==> src/i2c_bit_level_master_unit_assert.svh <==
// Assertion macros used by the I2C bit engine sequencer.
`ifndef I2C_BIT_LEVEL_MASTER_UNIT_ASSERT_SVH
`define I2C_BIT_LEVEL_MASTER_UNIT_ASSERT_SVH

// The antecedent holds in a cycle, so the consequent holds in the same cycle.
`define I2CBM_ASSERT_NOW(lbl, ante, cons, msg) \
  lbl: assert property (@(posedge clk) disable iff (!rst_n) (ante) |-> (cons)) \
    else $error(msg);

// The antecedent holds in a cycle, so the consequent holds in the next cycle.
`define I2CBM_ASSERT_NEXT(lbl, ante, cons, msg) \
  lbl: assert property (@(posedge clk) disable iff (!rst_n) (ante) |=> (cons)) \
    else $error(msg);

`endif

==> src/i2cbm_pkg.sv <==
// Types, command codes and microprogram of the I2C bit engine.
`timescale 1ns / 1ps

package i2cbm_pkg;

  localparam int PC_W   = 5;
  localparam int HOLD_W = 16;
  localparam logic [HOLD_W-1:0] HOLD_RESET = 16'd720;
  localparam int CFG_ADDR_W = 3;
  localparam int CFG_DATA_W = 32;
  localparam logic [2:0] LAST_BIT = 3'd7;

  localparam logic [2:0] KIND_START   = 3'd0;
  localparam logic [2:0] KIND_STOP    = 3'd1;
  localparam logic [2:0] KIND_TX_BYTE = 3'd2;
  localparam logic [2:0] KIND_RX_BYTE = 3'd3;
  localparam logic [2:0] KIND_TX_ACK  = 3'd4;
  localparam logic [2:0] KIND_RX_ACK  = 3'd5;

  localparam logic REG_HOLD_CYCLES = 1'b0;

  typedef enum logic [1:0] {
    ST_IDLE,
    ST_EXEC,
    ST_HOLD
  } state_t;

  typedef enum logic [1:0] {
    LV_LOW,
    LV_HIGH,
    LV_TX_BIT,
    LV_ACK
  } lvl_t;

  typedef enum logic [1:0] {
    SQ_NEXT,
    SQ_LOOP,
    SQ_DONE
  } seq_t;

  typedef struct packed {
    logic            scl;
    lvl_t            lvl;
    seq_t            seq;
    logic [PC_W-1:0] tgt;
  } uword_t;

  typedef struct packed {
    logic load;
    logic fire;
    logic shift;
    logic scl;
    lvl_t lvl;
    logic last;
  } ctl_t;

  localparam logic [PC_W-1:0] PC_START   = 5'd0;
  localparam logic [PC_W-1:0] PC_STOP    = 5'd4;
  localparam logic [PC_W-1:0] PC_TX_BYTE = 5'd7;
  localparam logic [PC_W-1:0] PC_RX_BYTE = 5'd10;
  localparam logic [PC_W-1:0] PC_RX_BIT  = 5'd11;
  localparam logic [PC_W-1:0] PC_TX_ACK  = 5'd13;
  localparam logic [PC_W-1:0] PC_RX_ACK  = 5'd16;

  function automatic uword_t ucode(input logic [PC_W-1:0] pc);
    uword_t w;
    w = '{scl: 1'b0, lvl: LV_HIGH, seq: SQ_DONE, tgt: '0};
    case (pc)
      5'd0:  w = '{scl: 1'b0, lvl: LV_HIGH,   seq: SQ_NEXT, tgt: '0};
      5'd1:  w = '{scl: 1'b1, lvl: LV_HIGH,   seq: SQ_NEXT, tgt: '0};
      5'd2:  w = '{scl: 1'b0, lvl: LV_LOW,    seq: SQ_NEXT, tgt: '0};
      5'd3:  w = '{scl: 1'b1, lvl: LV_LOW,    seq: SQ_DONE, tgt: '0};
      5'd4:  w = '{scl: 1'b0, lvl: LV_LOW,    seq: SQ_NEXT, tgt: '0};
      5'd5:  w = '{scl: 1'b1, lvl: LV_HIGH,   seq: SQ_NEXT, tgt: '0};
      5'd6:  w = '{scl: 1'b0, lvl: LV_HIGH,   seq: SQ_DONE, tgt: '0};
      5'd7:  w = '{scl: 1'b0, lvl: LV_TX_BIT, seq: SQ_NEXT, tgt: '0};
      5'd8:  w = '{scl: 1'b1, lvl: LV_HIGH,   seq: SQ_NEXT, tgt: '0};
      5'd9:  w = '{scl: 1'b1, lvl: LV_LOW,    seq: SQ_LOOP, tgt: PC_TX_BYTE};
      5'd10: w = '{scl: 1'b0, lvl: LV_HIGH,   seq: SQ_NEXT, tgt: '0};
      5'd11: w = '{scl: 1'b1, lvl: LV_HIGH,   seq: SQ_NEXT, tgt: '0};
      5'd12: w = '{scl: 1'b1, lvl: LV_LOW,    seq: SQ_LOOP, tgt: PC_RX_BIT};
      5'd13: w = '{scl: 1'b0, lvl: LV_ACK,    seq: SQ_NEXT, tgt: '0};
      5'd14: w = '{scl: 1'b1, lvl: LV_HIGH,   seq: SQ_NEXT, tgt: '0};
      5'd15: w = '{scl: 1'b1, lvl: LV_LOW,    seq: SQ_DONE, tgt: '0};
      5'd16: w = '{scl: 1'b0, lvl: LV_HIGH,   seq: SQ_NEXT, tgt: '0};
      5'd17: w = '{scl: 1'b1, lvl: LV_HIGH,   seq: SQ_NEXT, tgt: '0};
      5'd18: w = '{scl: 1'b1, lvl: LV_LOW,    seq: SQ_DONE, tgt: '0};
      default: w = '{scl: 1'b0, lvl: LV_HIGH, seq: SQ_DONE, tgt: '0};
    endcase
    return w;
  endfunction

  function automatic logic [PC_W-1:0] entry_pc(input logic [2:0] kind);
    logic [PC_W-1:0] pc;
    pc = PC_START;
    case (kind)
      KIND_START:   pc = PC_START;
      KIND_STOP:    pc = PC_STOP;
      KIND_TX_BYTE: pc = PC_TX_BYTE;
      KIND_RX_BYTE: pc = PC_RX_BYTE;
      KIND_TX_ACK:  pc = PC_TX_ACK;
      KIND_RX_ACK:  pc = PC_RX_ACK;
      default:      pc = PC_START;
    endcase
    return pc;
  endfunction

endpackage

==> src/i2cbm_useq.sv <==
// Microprogram sequencer: step counter, bit loop counter and hold timer.
`timescale 1ns / 1ps
`include "i2c_bit_level_master_unit_assert.svh"

module i2cbm_useq import i2cbm_pkg::*; (
  input  logic              clk,
  input  logic              rst_n,
  input  logic              in_valid,
  input  logic [2:0]        in_kind,
  output logic              in_stall,
  input  logic              out_free,
  input  logic [HOLD_W-1:0] hold_cycles,
  output ctl_t              ctl
);

  state_t            state_r, state_nxt;
  logic [PC_W-1:0]   pc_r, pc_nxt;
  logic [2:0]        bits_r, bits_nxt;
  logic [HOLD_W-1:0] hold_r, hold_nxt;
  logic              done_r, done_nxt;
  uword_t            uw;
  logic              kind_ok;
  logic              step_last;

  assign uw        = ucode(pc_r);
  assign kind_ok   = in_kind inside {[KIND_START:KIND_RX_ACK]};
  assign step_last = (uw.seq == SQ_DONE) || ((uw.seq == SQ_LOOP) && (bits_r == LAST_BIT));

  always_comb begin
    state_nxt = state_r;
    case (state_r)
      ST_IDLE: begin
        if (in_valid && kind_ok) state_nxt = ST_EXEC;
      end
      ST_EXEC: begin
        if (out_free) state_nxt = ST_HOLD;
      end
      ST_HOLD: begin
        if (hold_r == '0) state_nxt = done_r ? ST_IDLE : ST_EXEC;
      end
      default: state_nxt = ST_IDLE;
    endcase
  end

  always_comb begin
    in_stall  = 1'b1;
    ctl       = '{load: 1'b0, fire: 1'b0, shift: 1'b0, scl: uw.scl, lvl: uw.lvl,
                  last: step_last};
    case (state_r)
      ST_IDLE: begin
        in_stall = 1'b0;
        ctl.load = in_valid && kind_ok;
      end
      ST_EXEC: begin
        ctl.fire  = out_free;
        ctl.shift = out_free && (uw.seq == SQ_LOOP);
      end
      ST_HOLD: begin
        in_stall = 1'b1;
      end
      default: in_stall = 1'b1;
    endcase
  end

  always_comb begin
    pc_nxt   = pc_r;
    bits_nxt = bits_r;
    hold_nxt = hold_r;
    done_nxt = done_r;
    if (ctl.load) begin
      pc_nxt   = entry_pc(in_kind);
      bits_nxt = '0;
    end else if (ctl.fire) begin
      hold_nxt = hold_cycles;
      done_nxt = step_last;
      if (uw.seq == SQ_LOOP && !step_last) begin
        pc_nxt   = uw.tgt;
        bits_nxt = bits_r + 3'd1;
      end else begin
        pc_nxt = pc_r + 5'd1;
      end
    end else if (state_r == ST_HOLD && hold_r != '0) begin
      hold_nxt = hold_r - 16'd1;
    end
  end

  always_ff @(posedge clk) begin
    if (!rst_n) begin
      state_r <= ST_IDLE;
      pc_r    <= '0;
      bits_r  <= '0;
      hold_r  <= '0;
      done_r  <= 1'b0;
    end else begin
      state_r <= state_nxt;
      pc_r    <= pc_nxt;
      bits_r  <= bits_nxt;
      hold_r  <= hold_nxt;
      done_r  <= done_nxt;
    end
  end

  `I2CBM_ASSERT_NEXT(a_last_ends, ctl.fire && ctl.last, state_r == ST_HOLD && done_r, "final step did not mark the command done")
  `I2CBM_ASSERT_NEXT(a_hold_counts, state_r == ST_HOLD && hold_r != '0, state_r == ST_HOLD && hold_r == $past(hold_r) - 16'd1, "hold timer did not count down")
  `I2CBM_ASSERT_NEXT(a_load_starts, ctl.load, state_r == ST_EXEC && bits_r == '0, "accepted command did not start at its entry step")
  `I2CBM_ASSERT_NOW(a_fire_exec, ctl.fire, state_r == ST_EXEC && !ctl.load, "line change issued outside an execute step")

endmodule

==> src/i2cbm_dpath.sv <==
// Datapath: line levels, transmit shifter, received value and output word register.
`timescale 1ns / 1ps

module i2cbm_dpath import i2cbm_pkg::*; (
  input  logic       clk,
  input  logic       rst_n,
  input  ctl_t       ctl,
  input  logic [2:0] in_kind,
  input  logic [7:0] in_tx_byte,
  input  logic       in_ack_out,
  input  logic [7:0] in_sda_samples,
  output logic       out_free,
  output logic       out_valid,
  input  logic       out_stall,
  output logic       out_scl_level,
  output logic       out_sda_level,
  output logic       out_last,
  output logic [7:0] out_read_value
);

  logic       scl_r, scl_nxt;
  logic       sda_r, sda_nxt;
  logic       out_valid_r, out_valid_nxt;
  logic [7:0] tx_r;
  logic       ack_r;
  logic [7:0] rd_r;
  logic       out_scl_r, out_sda_r, out_last_r;
  logic [7:0] out_rd_r;
  logic       level;

  assign out_free = !out_valid_r || !out_stall;

  always_comb begin
    level = 1'b1;
    case (ctl.lvl)
      LV_LOW:    level = 1'b0;
      LV_HIGH:   level = 1'b1;
      LV_TX_BIT: level = tx_r[7];
      LV_ACK:    level = ack_r;
      default:   level = 1'b1;
    endcase
  end

  always_comb begin
    scl_nxt       = scl_r;
    sda_nxt       = sda_r;
    out_valid_nxt = out_valid_r;
    if (ctl.fire) begin
      if (ctl.scl) scl_nxt = level;
      else sda_nxt = level;
      out_valid_nxt = 1'b1;
    end else if (!out_stall) begin
      out_valid_nxt = 1'b0;
    end
  end

  always_ff @(posedge clk) begin
    if (!rst_n) begin
      scl_r       <= 1'b1;
      sda_r       <= 1'b1;
      out_valid_r <= 1'b0;
    end else begin
      scl_r       <= scl_nxt;
      sda_r       <= sda_nxt;
      out_valid_r <= out_valid_nxt;
    end
  end

  always_ff @(posedge clk) begin
    if (ctl.load) begin
      tx_r  <= in_tx_byte;
      ack_r <= in_ack_out;
      case (in_kind)
        KIND_RX_BYTE: rd_r <= in_sda_samples;
        KIND_RX_ACK:  rd_r <= {7'd0, in_sda_samples[7]};
        default:      rd_r <= 8'd0;
      endcase
    end else if (ctl.shift) begin
      tx_r <= {tx_r[6:0], 1'b0};
    end
    if (ctl.fire) begin
      out_scl_r  <= scl_nxt;
      out_sda_r  <= sda_nxt;
      out_last_r <= ctl.last;
      out_rd_r   <= ctl.last ? rd_r : 8'd0;
    end
  end

  assign out_valid      = out_valid_r;
  assign out_scl_level  = out_scl_r;
  assign out_sda_level  = out_sda_r;
  assign out_last       = out_last_r;
  assign out_read_value = out_rd_r;

endmodule

==> src/i2c_bit_level_master_unit.sv <==
// Top level of the I2C master bit engine with its configuration register.
//
// One command word enters on the in_ channel (start, stop, send byte, receive
// byte, send ack, receive ack); kinds 6 and 7 are taken and dropped. The block
// then emits one word on the out_ channel for every write of SCL or SDA,
// carrying both line levels after that write, with out_last on the final one
// and the received byte or ack bit in out_read_value there.
// Each line change is made in the execute state and then held in the hold
// state while the sequencer's hold counter counts hold_cycles down to zero;
// a command makes 3 to 24 changes. After a command is taken the sequencer
// enters the execute state, from which the first word is loaded into the
// output word register.
// A new command is taken only once the previous one has finished its last
// hold. If the receiver stalls, the output word register holds its word and
// the sequencer waits before the next line change; nothing is lost.
// After reset both line levels in the datapath are high, hold_cycles is 720 and the block is idle.
// hold_cycles is register 0 on the APB port, at byte address 0.
`timescale 1ns / 1ps

module i2c_bit_level_master_unit import i2cbm_pkg::*; (
  input  logic                  clk,
  input  logic                  rst_n,
  input  logic                  in_valid,
  output logic                  in_stall,
  input  logic [2:0]            in_kind,
  input  logic [7:0]            in_tx_byte,
  input  logic                  in_ack_out,
  input  logic [7:0]            in_sda_samples,
  output logic                  out_valid,
  input  logic                  out_stall,
  output logic                  out_scl_level,
  output logic                  out_sda_level,
  output logic                  out_last,
  output logic [7:0]            out_read_value,
  input  logic                  psel,
  input  logic                  penable,
  input  logic                  pwrite,
  input  logic [CFG_ADDR_W-1:0] paddr,
  input  logic [CFG_DATA_W-1:0] pwdata,
  output logic [CFG_DATA_W-1:0] prdata,
  output logic                  pready
);

  logic [HOLD_W-1:0] hold_cycles_r, hold_cycles_nxt;
  ctl_t              ctl;
  logic              out_free;

  assign pready = 1'b1;

  always_comb begin
    hold_cycles_nxt = hold_cycles_r;
    if (psel && penable && pwrite && paddr[2] == REG_HOLD_CYCLES) begin
      hold_cycles_nxt = pwdata[HOLD_W-1:0];
    end
  end

  always_ff @(posedge clk) begin
    if (!rst_n) begin
      hold_cycles_r <= HOLD_RESET;
    end else begin
      hold_cycles_r <= hold_cycles_nxt;
    end
  end

  always_comb begin
    prdata = '0;
    if (paddr[2] == REG_HOLD_CYCLES) begin
      prdata = {{(CFG_DATA_W-HOLD_W){1'b0}}, hold_cycles_r};
    end
  end

  i2cbm_useq u_useq (
    .clk         (clk),
    .rst_n       (rst_n),
    .in_valid    (in_valid),
    .in_kind     (in_kind),
    .in_stall    (in_stall),
    .out_free    (out_free),
    .hold_cycles (hold_cycles_r),
    .ctl         (ctl)
  );

  i2cbm_dpath u_dpath (
    .clk            (clk),
    .rst_n          (rst_n),
    .ctl            (ctl),
    .in_kind        (in_kind),
    .in_tx_byte     (in_tx_byte),
    .in_ack_out     (in_ack_out),
    .in_sda_samples (in_sda_samples),
    .out_free       (out_free),
    .out_valid      (out_valid),
    .out_stall      (out_stall),
    .out_scl_level  (out_scl_level),
    .out_sda_level  (out_sda_level),
    .out_last       (out_last),
    .out_read_value (out_read_value)
  );

endmodule

==> config.mk <==
export PLATFORM = sky130hd
export DESIGN_NAME = i2c_bit_level_master_unit
export DESIGN_NICKNAME = d
export VERILOG_FILES = /design/src/i2cbm_pkg.sv /design/src/i2cbm_useq.sv /design/src/i2cbm_dpath.sv /design/src/i2c_bit_level_master_unit.sv
export VERILOG_INCLUDE_DIRS = /design/src /design/src/src
export SDC_FILE = /design/constraint.sdc
export NUM_CORES = 1
export LEC_CHECK = 0
export CORE_MARGIN = 1.5
export CORE_UTILIZATION = 40
export DETAILED_ROUTE_END_ITERATION = 7
export DONT_BUFFER_PORTS = 1
export PLACE_DENSITY = 0.55
export SLEW_MARGIN = 5
export SYNTH_ARGS = -nofsm -noshare
export SYNTH_HDL_FRONTEND = slang
export SYNTH_HIERARCHICAL = 1
export SYNTH_SLANG_ARGS = --single-unit
==> constraint.sdc <==
create_clock -name clk -period 5.6 [get_ports clk]
set_input_delay 1.4 -clock clk [delete_from_list [all_inputs] [get_ports clk]]
set_output_delay 1.4 -clock clk [all_outputs]
set_load 0.02 [all_outputs]
==> metrics.yaml <==
clock_tree:
  clk_latency_ps: 350
  cts_max_level: 3
  clockBufferDepth: 2
  clkTransAtPathRegs_ps: 80
  clock-root-buffer: "clkbuf_8"
  cts_setup_buffers: 0
  cts_tree: "yes"
  cts_buffers: 9
  cts.sinks: 81
  post_cts_resized: 0
  hold_buffers: 0
timing:
  setup_violations: 0
  fin_skew_ps: 9.66
  report.final.hold_viol_count: 0
  fin_crit_sh: 0.730
  tightest_slew_ps: 1040
  layout_min_cycle_time_ps: 4090
  max_freq_mhz: 244
  max-slew-margin-rel: 0.302
  fin_setup_tns_ps: 0
  drv_slew: 0
  rsz0062_at_grt: "no"
drt:
  wl_met2_mm: 3.45
  top_layer: "met4"
  drc_errors: 0
  finalWirelength_mm: 7.67
  wl_per_cell_um: 13.8
  vias: 2802
  drtAntennaViolNets: 0
  routed-wl-met3_um: 383
  viasPerCell: 5.05
  wl_met1_mm: 3.73
  first_pass_iters: 4
  drtIter0Drc: 93
power_and_ir_drop:
  power_density_mw_per_mm2: 302
  peakVddDrop_mv: 0.142
  pwr-share-clk: 0.325
  power_switching_uw: 363
  pwr-share-comb: 0.154
  p_leak_uw: 0.00169
  swShare: 0.275
  intPower_uw: 956
  pwr-share-seq: 0.521
synth:
  ys_ff_latch: 81
  avgSynthCellArea_um2: 9.89
  synth_cells: 422
  synth_edf_count: 28
  yosysWarningCount: 6
  yosys.area.top_type: "dfxtp_1"
  yosysTopAreaCellShare: 0.254
  async_reset_ff_frac: 0
  syn-cell-area_mm2: 0.00417
  ys.flop_type: "dfxtp_1"
  synth_area_leaders: "dfxtp_1 (25%), edfxtp_1 (20%), mux2i_1 (5.0%)"
  yosysSeqAreaShare: 0.456
  synth_cell_types: 63
placement:
  hpwl_mm: 5.31
  io_buffers: 0
  gp_congestion: 0.788
  dpl.cell_count: 539
worst_setup_path:
  crit_start: "in_kind[1]"
  arrival_ps: 4380
  cp-start-kind: "input port"
  required_ps: 5890
  reg2reg_slack_ps: 2210
  critPathMaxFanout: 12
  rr_startpoint: "u_dpath/out_valid"
  worst_setup_path_end_kind: "register"
  critPathKind: "input port to register"
layout:
  syn_to_final_growth_pct: 4.68
  finalNonFillerCells: 555
  fin_nets: 484
  antennaDiodeCount: 0
  drive_gt1_frac: 0.105
run_status:
  status: "complete, no violations"
grt:
  overflow: 0
  grt_max_degree: 71
  grt_pass1_vias: 2613
  grt.total_usage: 0.144
  grt_pass1_wl_mm: 12.7
  antenna_found_initial: 0
floorplan:
  fp.dieW_um: 105
  dieArea_mm2: 0.0111
  start_util: 0.408
  rows: 37
  core_mm2: 0.0102
  die_y_um: 105
  io_pins: 108
hold_path:
  hp-class: "register to register"
  min_from: "hold_cycles_r[8]"
flow_run:
  maxCapViolCount: 0
[registers in the layout, indices dropped and copies added (netlist names), 2 cells and up]
name	flops
u_useq/hold_r	16
u_useq/bits_r	3
u_useq/uw	7
hold_cycles_r	16
u_dpath/rd_r	8
u_useq/pc_r	5
u_dpath/tx_r	8
u_useq/state_r	2
u_dpath/out_read_value	8
[metrics by stage]
step           utilization  area, um^2  setup slack (ps)  hold slack (ps)  total power, uW
2_1_floorplan            -        4230              1550              433              883
3_3_place_gp         0.407        4170              1190              445              901
3_5_place_dp         0.407        4170              1120              453              904
4_1_cts              0.427        4370              1490              476             1340
5_1_grt              0.427        4370              1330              489             1390
6_report             0.427        4370              1510              470             1320
[cell usage in the layout, fill, tap and decap left out, drive strengths merged, types with 3 or more instances in the layout]
cell,n
nand3,9
ha,8
edfxtp,28
nand2b,4
nor3,11
buf,3
and2b,7
inv,11
and3,4
or2,4
a211oi,7
mux2i,21
conb,17
a21oi,15
or4,4
clkinv,3
dfxtp,53
xnor2,12
nor2b,23
nand2,43
nor4,3
xor2,4
clkbuf,11
nor2,18
nand3b,5
o21ai,23
mux2,8
and2,20
nand4,4
[path summary, 6_finish.rpt]
path              depth (start not counted)               end
hold / removal                            2  hold_cycles_r[8]
setup / recovery                         11      u_useq/uw[9]
setup reg to reg                         12      u_useq/uw[9]
hold reg to reg                           2  hold_cycles_r[8]
[synthesized netlist by cell type, types with 3 or more instances]
cell type and count:
a211oi_1 4, a211oi_2 3, a21oi_1 15, and2_1 19, and2b_2 6, and3_1 4, buf_4 21, clkbuf_1 11
dfxtp_1 53, edfxtp_1 28, ha_1 8, inv_1 11, mux2_4 7, mux2i_1 21, nand2_1 43, nand2b_1 4
nand3_1 9, nand3b_1 5, nand4_1 4, nor2_1 18, nor2b_1 23, nor3_1 11, nor4_1 3, o21ai_0 20
o21ai_1 3, or2_2 3, or4_1 3, xnor2_1 12, xor2_1 4
[layer usage]
layer / track usage / up-vias
li1: - / 1430
met1: 0.191 / 1281
met2: 0.227 / 83
met3: 0.0374 / 8
met4: 0.0499 / 0
met5: 0 / -
[area by class of cell]
type | count | area [um^2]
clock inverters | 5 | 56.3
well taps | 136 | 170
flip-flops and latches | 81 | 1900
multi-input cells | 308 | 2030
clock buffers | 11 | 141
repair buffers | 3 | 22.5
fillers | 1021 | 5860
inverters | 11 | 41.3
[cells by family after synthesis]
kind of cell / synth area share
buffers and inverters: 0.0702
flip-flops: 0.456
multiplexers: 0.0783
AND/OR/NAND/NOR: 0.237
XOR/XNOR: 0.0336
AO/OA/AOI/OAI: 0.0993
other: 0.00180
adder cells (fa/ha/maj): 0.0240
[power by group through the flow]
stage | Clock, uW | Sequential [uW] | Combinational, uW
floorplan | 0 | 692 | 191
global placement | 0 | 699 | 201
detailed placement | 0 | 700 | 203
CTS | 448 | 687 | 205
global route | 470 | 693 | 228
finish | 428 | 686 | 203
[critical path: stages]
cell and delay, ps:
ha_1 190, or4b_1 640, inv_1 360, buf_4 300, a221o_1 350, and2_1 200, inv_1 50, ha_1 300
mux2_1 280, o21ai_1 140, a32o_1 180
Power figures use the tool's default switching activity.
